File: src/krt_pkg.sv
// shared types and codes of the keyed record table
package krt_pkg;

  localparam logic [2:0] OP_INSERT = 3'd0;
  localparam logic [2:0] OP_UPDATE = 3'd1;
  localparam logic [2:0] OP_SEARCH = 3'd2;
  localparam logic [2:0] OP_REMOVE = 3'd3;
  localparam logic [2:0] OP_DUMP   = 3'd4;

  localparam logic [2:0] ST_OK       = 3'd0;
  localparam logic [2:0] ST_DUP      = 3'd1;
  localparam logic [2:0] ST_NOTFOUND = 3'd2;
  localparam logic [2:0] ST_FULL     = 3'd3;
  localparam logic [2:0] ST_EMPTY    = 3'd4;

  typedef struct packed {
    logic [2:0]         opcode;
    logic [15:0]        item_id;
    logic [63:0]        item_name;
    logic signed [31:0] item_quantity;
    logic [31:0]        item_price;
  } in_word_t;

  typedef struct packed {
    logic [2:0]         status;
    logic [15:0]        found_id;
    logic [63:0]        found_name;
    logic signed [31:0] found_quantity;
    logic [31:0]        found_price;
    logic [4:0]         free_slots;
    logic               last;
  } out_word_t;

  typedef struct packed {
    logic [15:0]        id;
    logic [63:0]        name;
    logic signed [31:0] quantity;
    logic [31:0]        price;
  } rec_t;

  typedef enum logic [1:0] {
    SEL_NONE,
    SEL_HIT,
    SEL_READ
  } sel_t;

  typedef enum logic [2:0] {
    S_IDLE,
    S_SCAN,
    S_SHIFT,
    S_RESP,
    S_DUMP_RD,
    S_DUMP_OUT
  } state_t;

  typedef struct packed {
    logic       load_cmd;
    logic       walk_start;
    logic       scan_run;
    logic       shift_start;
    logic       shift_run;
    logic       dump_rd;
    logic       dump_next;
    logic       wr_insert;
    logic       wr_update;
    logic       cnt_inc;
    logic       cnt_dec;
    logic       out_load;
    logic [2:0] out_status;
    sel_t       out_sel;
    logic       out_last;
  } ctl_t;

  typedef struct packed {
    logic [2:0] op;
    logic       hit;
    logic       miss;
    logic       found;
    logic       full;
    logic       empty;
    logic       shift_done;
    logic       dump_last;
    logic       out_free;
  } sts_t;

endpackage

File: src/keyed_record_table.sv
// keyed record table top level: controller, datapath and checks
// A packed table of up to CAPACITY records (key, name tag, quantity, price)
// kept in one memory with a single read and a single write port and a
// registered read. One word is taken at a time. Insert, update, search and
// remove walk the stored records in order, one per cycle behind the
// registered read, and stop at the first matching key or after the last
// record; on an empty table they read no record. Remove then compacts the
// records above the hit at one per cycle. Dump emits one word per record,
// reading each record and then loading it into the result register, paced
// by the read port and held while that register is full, last flagged on
// the final one. The result register lets a finished word wait while the
// next word is accepted. The stores need no clearing pass after reset.
module keyed_record_table #(
  parameter int CAPACITY = 16
) (
  input  logic               clk,
  input  logic               rst_n,
  input  logic               in_valid,
  output logic               in_stall,
  input  krt_pkg::in_word_t  in_word,
  output logic               out_valid,
  input  logic               out_stall,
  output krt_pkg::out_word_t out_word
);
  import krt_pkg::*;

  ctl_t ctl;
  sts_t sts;

  krt_ctrl u_ctrl (
    .clk       (clk),
    .rst_n     (rst_n),
    .in_valid  (in_valid),
    .in_opcode (in_word.opcode),
    .in_stall  (in_stall),
    .sts       (sts),
    .ctl       (ctl)
  );

  krt_dpath #(
    .CAPACITY (CAPACITY)
  ) u_dpath (
    .clk       (clk),
    .rst_n     (rst_n),
    .ctl       (ctl),
    .sts       (sts),
    .in_word   (in_word),
    .out_word  (out_word),
    .out_valid (out_valid),
    .out_stall (out_stall)
  );

  // a valid operation keeps the input side closed while it runs
  a_busy_after_accept: assert property (@(posedge clk) disable iff (!rst_n)
    (in_valid && !in_stall && (in_word.opcode == OP_INSERT ||
     in_word.opcode == OP_UPDATE || in_word.opcode == OP_SEARCH ||
     in_word.opcode == OP_REMOVE || in_word.opcode == OP_DUMP))
    |=> in_stall)
    else $error("input accepted again while an operation runs");

  a_load_needs_room: assert property (@(posedge clk) disable iff (!rst_n)
    ctl.out_load |-> sts.out_free)
    else $error("result register overwritten while stalled");

  a_insert_not_full: assert property (@(posedge clk) disable iff (!rst_n)
    ctl.wr_insert |-> (!sts.full && !sts.found))
    else $error("insert written into a full table or over a duplicate");

  a_no_write_while_idle: assert property (@(posedge clk) disable iff (!rst_n)
    !in_stall |-> !(ctl.wr_insert || ctl.wr_update || ctl.shift_run))
    else $error("memory written while idle");

endmodule

File: src/krt_ctrl.sv
// sequencing state machine of the keyed record table
module krt_ctrl (
  input  logic         clk,
  input  logic         rst_n,
  input  logic         in_valid,
  input  logic [2:0]   in_opcode,
  output logic         in_stall,
  input  krt_pkg::sts_t sts,
  output krt_pkg::ctl_t ctl
);
  import krt_pkg::*;

  state_t state_r, state_nxt;

  always_ff @(posedge clk) begin
    if (!rst_n) begin
      state_r <= S_IDLE;
    end else begin
      state_r <= state_nxt;
    end
  end

  always_comb begin
    state_nxt = state_r;
    case (state_r)
      S_IDLE: begin
        if (in_valid) begin
          case (in_opcode)
            OP_INSERT, OP_UPDATE, OP_SEARCH, OP_REMOVE: state_nxt = S_SCAN;
            OP_DUMP: state_nxt = sts.empty ? S_RESP : S_DUMP_RD;
            default: state_nxt = S_IDLE;
          endcase
        end
      end
      S_SCAN: begin
        if (sts.hit) begin
          state_nxt = (sts.op == OP_REMOVE) ? S_SHIFT : S_RESP;
        end else if (sts.miss) begin
          state_nxt = S_RESP;
        end
      end
      S_SHIFT: begin
        if (sts.shift_done) state_nxt = S_RESP;
      end
      S_RESP: begin
        if (sts.out_free) state_nxt = S_IDLE;
      end
      S_DUMP_RD: state_nxt = S_DUMP_OUT;
      S_DUMP_OUT: begin
        if (sts.out_free) state_nxt = sts.dump_last ? S_IDLE : S_DUMP_RD;
      end
      default: state_nxt = S_IDLE;
    endcase
  end

  always_comb begin
    ctl = '0;
    ctl.out_status = ST_OK;
    ctl.out_sel = SEL_NONE;
    in_stall = 1'b1;
    case (state_r)
      S_IDLE: begin
        in_stall = 1'b0;
        if (in_valid) begin
          ctl.load_cmd = 1'b1;
          ctl.walk_start = 1'b1;
        end
      end
      S_SCAN: begin
        ctl.scan_run = 1'b1;
        // compaction starts from the slot after the hit
        if (sts.hit && sts.op == OP_REMOVE) ctl.shift_start = 1'b1;
      end
      S_SHIFT: begin
        ctl.shift_run = 1'b1;
        if (sts.shift_done) ctl.cnt_dec = 1'b1;
      end
      S_RESP: begin
        ctl.out_last = 1'b1;
        case (sts.op)
          OP_INSERT: begin
            if (sts.found) begin
              ctl.out_status = ST_DUP;
            end else if (sts.full) begin
              ctl.out_status = ST_FULL;
            end else begin
              ctl.out_status = ST_OK;
              ctl.wr_insert = sts.out_free;
              ctl.cnt_inc = sts.out_free;
            end
          end
          OP_UPDATE: begin
            ctl.out_status = sts.found ? ST_OK : ST_NOTFOUND;
            ctl.wr_update = sts.found && sts.out_free;
          end
          OP_SEARCH: begin
            ctl.out_status = sts.found ? ST_OK : ST_NOTFOUND;
            ctl.out_sel = sts.found ? SEL_HIT : SEL_NONE;
          end
          OP_REMOVE: ctl.out_status = sts.found ? ST_OK : ST_NOTFOUND;
          OP_DUMP: ctl.out_status = ST_EMPTY;
          default: ctl.out_status = ST_OK;
        endcase
        ctl.out_load = sts.out_free;
      end
      S_DUMP_RD: ctl.dump_rd = 1'b1;
      S_DUMP_OUT: begin
        ctl.out_status = ST_OK;
        ctl.out_sel = SEL_READ;
        ctl.out_last = sts.dump_last;
        ctl.out_load = sts.out_free;
        ctl.dump_next = sts.out_free;
      end
      default: in_stall = 1'b1;
    endcase
  end

endmodule

File: src/krt_dpath.sv
// record memory, walk counter, key compare and result register
module krt_dpath #(
  parameter int CAPACITY = 16
) (
  input  logic              clk,
  input  logic              rst_n,
  input  krt_pkg::ctl_t     ctl,
  output krt_pkg::sts_t     sts,
  input  krt_pkg::in_word_t in_word,
  output krt_pkg::out_word_t out_word,
  output logic              out_valid,
  input  logic              out_stall
);
  import krt_pkg::*;

  localparam int AW = $clog2(CAPACITY);
  localparam int CW = $clog2(CAPACITY + 1);

  rec_t mem [CAPACITY];

  in_word_t  cmd_r;
  rec_t      rdata_r;
  rec_t      hit_rec_r;
  logic [AW-1:0] hit_idx_r;
  logic [AW-1:0] pend_idx_r, pend_idx_nxt;
  logic [CW-1:0] idx_r, idx_nxt;
  logic [CW-1:0] count_r, count_nxt;
  logic      pend_r, pend_nxt;
  logic      found_r;
  logic      out_valid_r;
  out_word_t out_word_r, out_word_nxt;

  logic      walk_live, idx_lt, rd_en, match, out_free;
  logic      wr_en;
  logic [AW-1:0] wr_addr;
  rec_t      wr_data, out_rec;
  logic [CW-1:0] free_full;

  assign walk_live = ctl.scan_run || ctl.shift_run;
  assign idx_lt    = idx_r < count_r;
  assign rd_en     = (walk_live && idx_lt) || ctl.dump_rd;
  assign match     = pend_r && (rdata_r.id == cmd_r.item_id);
  assign out_free  = !out_valid_r || !out_stall;

  always_comb begin
    wr_en   = 1'b0;
    wr_addr = hit_idx_r;
    wr_data = '{id: cmd_r.item_id, name: cmd_r.item_name,
                quantity: cmd_r.item_quantity, price: cmd_r.item_price};
    if (ctl.shift_run && pend_r) begin
      // move the word read last cycle down by one slot
      wr_en   = 1'b1;
      wr_addr = pend_idx_r - AW'(1);
      wr_data = rdata_r;
    end else if (ctl.wr_insert) begin
      wr_en   = 1'b1;
      wr_addr = count_r[AW-1:0];
    end else if (ctl.wr_update) begin
      wr_en   = 1'b1;
      wr_addr = hit_idx_r;
    end
  end

  always_ff @(posedge clk) begin
    if (wr_en) mem[wr_addr] <= wr_data;
  end

  always_ff @(posedge clk) begin
    if (rd_en) rdata_r <= mem[idx_r[AW-1:0]];
  end

  always_comb begin
    idx_nxt      = idx_r;
    pend_nxt     = 1'b0;
    pend_idx_nxt = pend_idx_r;
    if (ctl.walk_start) begin
      idx_nxt = '0;
    end else if (ctl.shift_start) begin
      idx_nxt = CW'(pend_idx_r) + CW'(1);
    end else if (walk_live && idx_lt) begin
      idx_nxt      = idx_r + CW'(1);
      pend_nxt     = 1'b1;
      pend_idx_nxt = idx_r[AW-1:0];
    end else if (ctl.dump_next) begin
      idx_nxt = idx_r + CW'(1);
    end
  end

  always_comb begin
    count_nxt = count_r;
    if (ctl.cnt_inc) count_nxt = count_r + CW'(1);
    else if (ctl.cnt_dec) count_nxt = count_r - CW'(1);
  end

  assign free_full = CW'(CAPACITY) - count_nxt;

  always_comb begin
    case (ctl.out_sel)
      SEL_HIT:  out_rec = hit_rec_r;
      SEL_READ: out_rec = rdata_r;
      default:  out_rec = '0;
    endcase
    out_word_nxt.status         = ctl.out_status;
    out_word_nxt.found_id       = out_rec.id;
    out_word_nxt.found_name     = out_rec.name;
    out_word_nxt.found_quantity = out_rec.quantity;
    out_word_nxt.found_price    = out_rec.price;
    out_word_nxt.free_slots     = 5'(free_full);
    out_word_nxt.last           = ctl.out_last;
  end

  always_ff @(posedge clk) begin
    if (!rst_n) begin
      count_r     <= '0;
      idx_r       <= '0;
      pend_r      <= 1'b0;
      pend_idx_r  <= '0;
      found_r     <= 1'b0;
      out_valid_r <= 1'b0;
    end else begin
      count_r    <= count_nxt;
      idx_r      <= idx_nxt;
      pend_r     <= pend_nxt;
      pend_idx_r <= pend_idx_nxt;
      if (ctl.walk_start) found_r <= 1'b0;
      else if (ctl.scan_run && match) found_r <= 1'b1;
      if (ctl.out_load) out_valid_r <= 1'b1;
      else if (!out_stall) out_valid_r <= 1'b0;
    end
  end

  always_ff @(posedge clk) begin
    if (ctl.load_cmd) cmd_r <= in_word;
    if (ctl.scan_run && match) begin
      hit_idx_r <= pend_idx_r;
      hit_rec_r <= rdata_r;
    end
    if (ctl.out_load) out_word_r <= out_word_nxt;
  end

  assign sts.op         = cmd_r.opcode;
  assign sts.hit        = match;
  assign sts.miss       = !pend_r && !idx_lt;
  assign sts.found      = found_r;
  assign sts.full       = count_r == CW'(CAPACITY);
  assign sts.empty      = count_r == '0;
  assign sts.shift_done = !pend_r && !idx_lt;
  assign sts.dump_last  = (idx_r + CW'(1)) == count_r;
  assign sts.out_free   = out_free;

  assign out_word  = out_word_r;
  assign out_valid = out_valid_r;

endmodule

File: config.mk
export PLATFORM = sky130hd
export DESIGN_NAME = keyed_record_table
export DESIGN_NICKNAME = d
export VERILOG_FILES = /design/src/krt_pkg.sv /design/src/keyed_record_table.sv /design/src/krt_ctrl.sv /design/src/krt_dpath.sv
export SDC_FILE = /design/constraint.sdc
export NUM_CORES = 2
export LEC_CHECK = 0
export ABC_AREA = 1
export BUFFER_PORTS_ARGS = -buffer_cell sky130_fd_sc_hd__buf_2
export CORE_MARGIN = 2
export CORE_UTILIZATION = 50
export CTS_BUF_LIST = sky130_fd_sc_hd__clkbuf_2
export CTS_CLUSTER_SIZE = 16
export DETAILED_ROUTE_END_ITERATION = 8
export PLACE_DENSITY = 0.66
export SETUP_SLACK_MARGIN = 0.02
export SKIP_LAST_GASP = 1
export SYNTH_ARGS = -nofsm -noshare
export SYNTH_HDL_FRONTEND = slang
export SYNTH_HIERARCHICAL = 1
export SYNTH_SLANG_ARGS = --single-unit
File: constraint.sdc
create_clock -name clk -period 31.5 [get_ports clk]
set_input_delay 3.15 -clock clk [delete_from_list [all_inputs] [get_ports clk]]
set_output_delay 3.15 -clock clk [all_outputs]
set_load 0.005 [all_outputs]
# ---- After elaboration in Yosys (flattened, before gate mapping)
# Memory sizes are Yosys's and may differ from the RTL's. A register that Yosys moved wholly into a read port is not among the register bits.
# Index checks and enable logic that the tools add are counted.
dict set report totals {
  ff_bits 468
  mem_bits_rw 2304
  inputBits 151
  out_inout_bits 155
  n_memories 1
}
# memory depth width read_ports rd_ports_with_merged_regs write_ports line_no
set memory_table {}
lappend memory_table {u_dpath.mem 16 144 1 1 1 krt_dpath.sv:19} ;# rec_t mem [CAPACITY];
dict set report op_classes {
  addsub 6
  magnitude_cmp 1
  n_eq_ne 22
  mux 49
  bitwise_logic 3
  reduce_logical 25
}
# cell n
set op_table {}
lappend op_table {{$pmux 144 s2} 1}
lappend op_table {{$mux 144} 1}
lappend op_table {{$mux 3} 9}
lappend op_table {{$mux 5} 5}
lappend op_table {{$mux 1} 21}
lappend op_table {{$eq 3x2->1 const B} 6}
lappend op_table {{$pmux 3 s6} 1}
lappend op_table {{$eq 16x16->1} 1}
lappend op_table {{$pmux 7 s2} 1}
lappend op_table {{$eq 3x3->1 const B} 4}
lappend op_table {{$mux 2} 6}
lappend op_table {{$add 5x1->5 const B} 2}
lappend op_table {{$eq 3x1->1 const B} 3}
lappend op_table {{$logic_not 3->1} 3}
lappend op_table {{$pmux 3 s3} 1}
lappend op_table {{$mux 4} 2}
lappend op_table {{$logic_and 1x1->1} 7}
lappend op_table {{$ne 2x1->1 const B} 3}
lappend op_table {{$pmux 3 s2} 1}
lappend op_table {{$reduce_and 3->1} 2}
lappend op_table {{$reduce_or 3->1} 2}
lappend op_table {{$add 4x1->5 const B} 1}
lappend op_table {{$eq 5x5->1} 1}
lappend op_table {{$eq 5x5->1 const B} 1}
lappend op_table {{other kinds (14)} 21}

# ---- Logic depth before layout (Yosys ltp)
dict set report logic_depth {
  ltp_word 11
  depth_mapped 22
}

# ---- Cells and area by module
# The synthesis kept the hierarchy.
# module n_inst cells_per_inst area_per_inst_um2 seq_area_each_um2
set modules_own_cells {}
lappend modules_own_cells {krt_dpath 1 8300 112161.3 87303.7}
lappend modules_own_cells {krt_ctrl 1 91 489.2 60.1}

# ---- Least setup slack after synthesis
# OpenSTA, ideal clock, no wires.
dict set report synth_path {
  path_kind {register to register}
  startpoint {reg u_dpath/cmd_r[133] in the netlist's numbering}
  endpoint {reg u_dpath.hit_idx_r[0], enable pin}
  arrival_time_ps 11535
  path_slack_ps 19098
  stages_incl_launch_ff 6
  synth_period_minus_slack_ps 12402
  cell_sequence {edfxtp_1 > nand2_1 > nand2_1 > nor3b_1 > nand4_1 > nor3b_1}
}
dict set report synth_via {
  elab_chain_len 3
}
# item line_no
set synth_rtl {}
lappend synth_rtl {{start, declared} krt_dpath.sv:21} ;# in_word_t cmd_r;
lappend synth_rtl {{start signal, assigned} krt_dpath.sv:133} ;# if (ctl.load_cmd) cmd_r <= in_word;
lappend synth_rtl {{$eq 16x16->1} krt_dpath.sv:42} ;# assign match = pend_r && (rdata_r.id == cmd_r.item_id);
lappend synth_rtl {{$logic_and 1x1->1} krt_dpath.sv:42}
lappend synth_rtl {{$logic_and 1x1->1} krt_dpath.sv:134} ;# if (ctl.scan_run && match) begin
lappend synth_rtl {{end signal, assigned} krt_dpath.sv:135} ;# hit_idx_r <= pend_idx_r;
lappend synth_rtl {{end, declared} krt_dpath.sv:24} ;# logic [AW-1:0] hit_idx_r;
# No other way between the ends.
# A chain may end at the register's enable or synchronous reset.

==> impl_results.md <==
- Maxcap violations: 0
- Net Switching: 3661 uW
- Vias/cell: 5.841
- Yosys warnings: 6
- Slowest cell on the critical path: buf_4
- Lkg Pwr: 0.04157 uW
- Initial antenna violation count: 13
- Max-slew violation count: 0
- Clock-pin slew on the worst setup and hold paths: 110 ps
- Dpl ws: 23,570 ps
- CP Cell Sequence: nor2_1 > nand2_1 > inv_1 > nand2_4 > inv_6 > buf_4 > o21ai_0 > inv_1 > nand2_1 > nor2_4 > buf_4 > buf_4 > buf_4
- IO buf count: 305
- Wirelength per Cell: 23.80 um
- Most common cell in the netlist: edfxtp_1
- FFs w/ async S/R, synth: 0%
- Period Utilization, post-route: 20.23%
- Area of the core: 0.2245 mm2
- Dominant synthesized flop cell: edfxtp_1
- CTS Hold Bufs: 0
- Resized cells post-CTS: 0
- Slack of the worst reg-to-reg path: 25,130 ps
- Syn Inst Count: 8,391
- Largest net degree at the start of global routing: 226
- Internal cell power: 6393 uW
- Final hold vios: 0
- Global-route wire length before repair: 440.5 mm
- Worst skew pair latency: 1990 ps
- CTS tree: yes
- Final worst slack: 25,130 ps
- Largest area contributor in the netlist: edfxtp_1
- Share of layout cells above drive strength 1: 16.30%
- Total power draw: 10,050 uW
- Critical path's largest stage delay: 880 ps
- Skew final: 176.5 ps
- Yosys cell types: 41
- Die area: 0.2291 mm2
- Post-route DRC: 0
- Seq pwr share: 49.8%
- Cell Area, Synth: 0.1127 mm2
- Crit path max fanout: 56
- IR drop worst, VDD: 0.08670 mV
- TritonCTS Sinks: 2,916
- Most area-consuming cells after synthesis: edfxtp_1, o21ai_0, nor2_1
- Vias in the first global route: 70,869
- Seq/Total Area, Yosys: 77.55%
- Root buf cell: clkbuf_2
- Die height: 478.7 um
- DP Wirelength: 150.4 mm
- Tot GR Track Use: 25.33%
- RSZ-0062 raised after global routing: false
- Setup crit end kind: flip-flop
- Yosys reg bits: 2,916
- Required time of the critical path: 32,940 ps
- Area Growth Syn to Fin: 9.091%
- Finished Layout Cells: 12,425
- Syn avg cell area: 13.43 um2
- Fillers: 18,485
- Crit path time final: 6372 ps
- Yosys top cell area share: 77.20%
- Routed WL: 295.7 mm
- Logic pwr share: 26.3%
- Commonest cells post-synth: edfxtp_1, nor2_1, o21ai_0
- Final #Nets: 9,126
- GPL Wtd Cong: 0.8143
- Setup violations, final: 0
- CP dominant cell by count: buf_4
- IO Pins: 306
- Outcome: finished, final reports clean
- Hold_ws: 419.0 ps
- Post-synth EDFFs: 2,896
- Starting density of the core: 50.19%
- Post-CTS Setup Bufs: 0
- Power Dens Cells: 81.81 mW/mm2
- Post-Synthesis Net Count: 8,556
- Row cnt: 174
- Vias: 72,578
- Width of the die: 478.7 um
- Slew HR: 10.51%
- Dpl cells: 11,233
- 1st-iter DRT viols: 8,380
- Sw Share: 36.42%
- Worst setup SP type: flip-flop
- Slew at the pin closest to its max-slew limit: 1333 ps
- Clock power frac: 23.8%
- TritonCTS Buffers: 718
- Hold/Removal Path Class: reg -> reg
- Drt first pass iters: 6
- CP arrival: 7820 ps
- Htree depth: 6
- Fmax: 156.9 MHz
- Remaining Overflow, GRT: 0
- Maximum clock insertion buffer count: 4
- CP Class: reg -> reg
- TNS Setup: 0 ps
- ANT nets after route: 0
-- cell type report --
class,count,area (um2),area share [%]
clock buffers,1028,5145,4.187
multi-input cells,4817,22730,18.49
diodes,12,30.03,0.02444
flip-flops and latches,2916,87380,71.10
well taps,2992,3744,3.046
inverters,85,357.8,0.2912
clock inverters,152,873.3,0.7107
repair buffers,423,2638,2.146
-- routing by layer --
layer  global-route usage, %  vias up  routed length, um
met4                   8.271        6               7328
met2                   38.57     3692             135100
li1                        -    32463                  -
met3                   5.667      486              29440
met1                   36.42    35931             123800
met5                       0        -                 39
-- critical path, delay by kind of cell, from the launching register on --
kind	cells	cell delay, ps
buf+inv	7	4040
simple gates	5	930
flops	1	430
compound gates	1	370
-- sequential cells by signal (all words and copies together) (netlist names), 3 cells and up --
signal and flops:
u_dpath/hit_idx_r 4, u_dpath/mem 2304, u_dpath/idx_r 5, u_dpath/cmd_r 144, u_ctrl/state_r 3, u_dpath/count_r 5
u_dpath/hit_rec_r 144, u_dpath/rdata_r 144, u_dpath/sts 3, u_dpath/pend_idx_r 4, u_dpath/out_word 153
-- placed cells by master (no fill, tap or decap), types with 2 or more instances in the layout --
| cell type | synthesis | layout |
|---|---|---|
| inv_6 | 0 | 2 |
| o211ai_1 | 127 | 127 |
| dfxtp_1 | 20 | 16 |
| bufinv_16 | 0 | 9 |
| edfxtp_1 | 2896 | 2896 |
| nand4_1 | 7 | 7 |
| xor2_1 | 12 | 12 |
| nand2_1 | 1101 | 1099 |
| o221ai_1 | 144 | 144 |
| clkinv_4 | 0 | 6 |
| nor3_1 | 4 | 4 |
| inv_1 | 79 | 77 |
| nor4_1 | 2 | 2 |
| a21oi_1 | 163 | 162 |
| ha_4 | 0 | 2 |
| clkinv_2 | 1 | 12 |
| nor2_1 | 1372 | 1355 |
| nand2_4 | 0 | 2 |
| buf_4 | 18 | 100 |
| clkinv_1 | 1 | 109 |
| clkbuf_2 | 1 | 1028 |
| xnor2_1 | 3 | 3 |
| nand3_1 | 95 | 95 |
| buf_12 | 0 | 18 |
| inv_8 | 0 | 2 |
| nor2_4 | 1 | 18 |
| clkinvlp_4 | 0 | 6 |
| o21ai_1 | 138 | 139 |
| o21ai_0 | 1264 | 1263 |
| ha_1 | 14 | 12 |
| diode_2 | 0 | 12 |
| o22ai_1 | 356 | 356 |
| dfxtp_4 | 0 | 4 |
| buf_2 | 128 | 305 |
| inv_2 | 4 | 13 |
-- final timing paths --
check,from,endpoint,cells after the start
max,u_ctrl/state_r[0],u_dpath/mem[15][125],13
min,u_dpath/rdata_r[66],u_dpath/hit_rec_r[66],0
max reg2reg,u_ctrl/state_r[0],u_dpath/mem[15][125],13
min reg2reg,u_dpath/rdata_r[66],u_dpath/hit_rec_r[66],0
-- power groups by stage --
stage               Combinational [uW]  Sequential, uW  Clock (uW)
finish                            2650            5010        2390
global route                      2920            5030        2640
CTS                               2630            5000        2460
detailed placement                2620            5090           0
global placement                  2550            5090           0
floorplan                         1790            4960           0
-- logic make-up after synthesis --
family	after synthesis	share of synthesized area (%)
xor gates and xnor gates	15	0.1166
AOI/OAI and AO/OA	2195	10.92
DFF	2916	77.55
adders and majority gates	14	0.1555
and+or+nand+nor	2592	8.812
muxes	1	0.008886
buffers and inverters	658	2.437
-- metrics by stage --
step	cell area [um2]	utilization, %
CTS	122900	54.74
detailed placement	116800	52.06
finish	122900	54.75
global placement	116800	52.06
floorplan	112700	-
global route	122900	54.75
No activity file was read; power rests on OpenSTA's default activity.
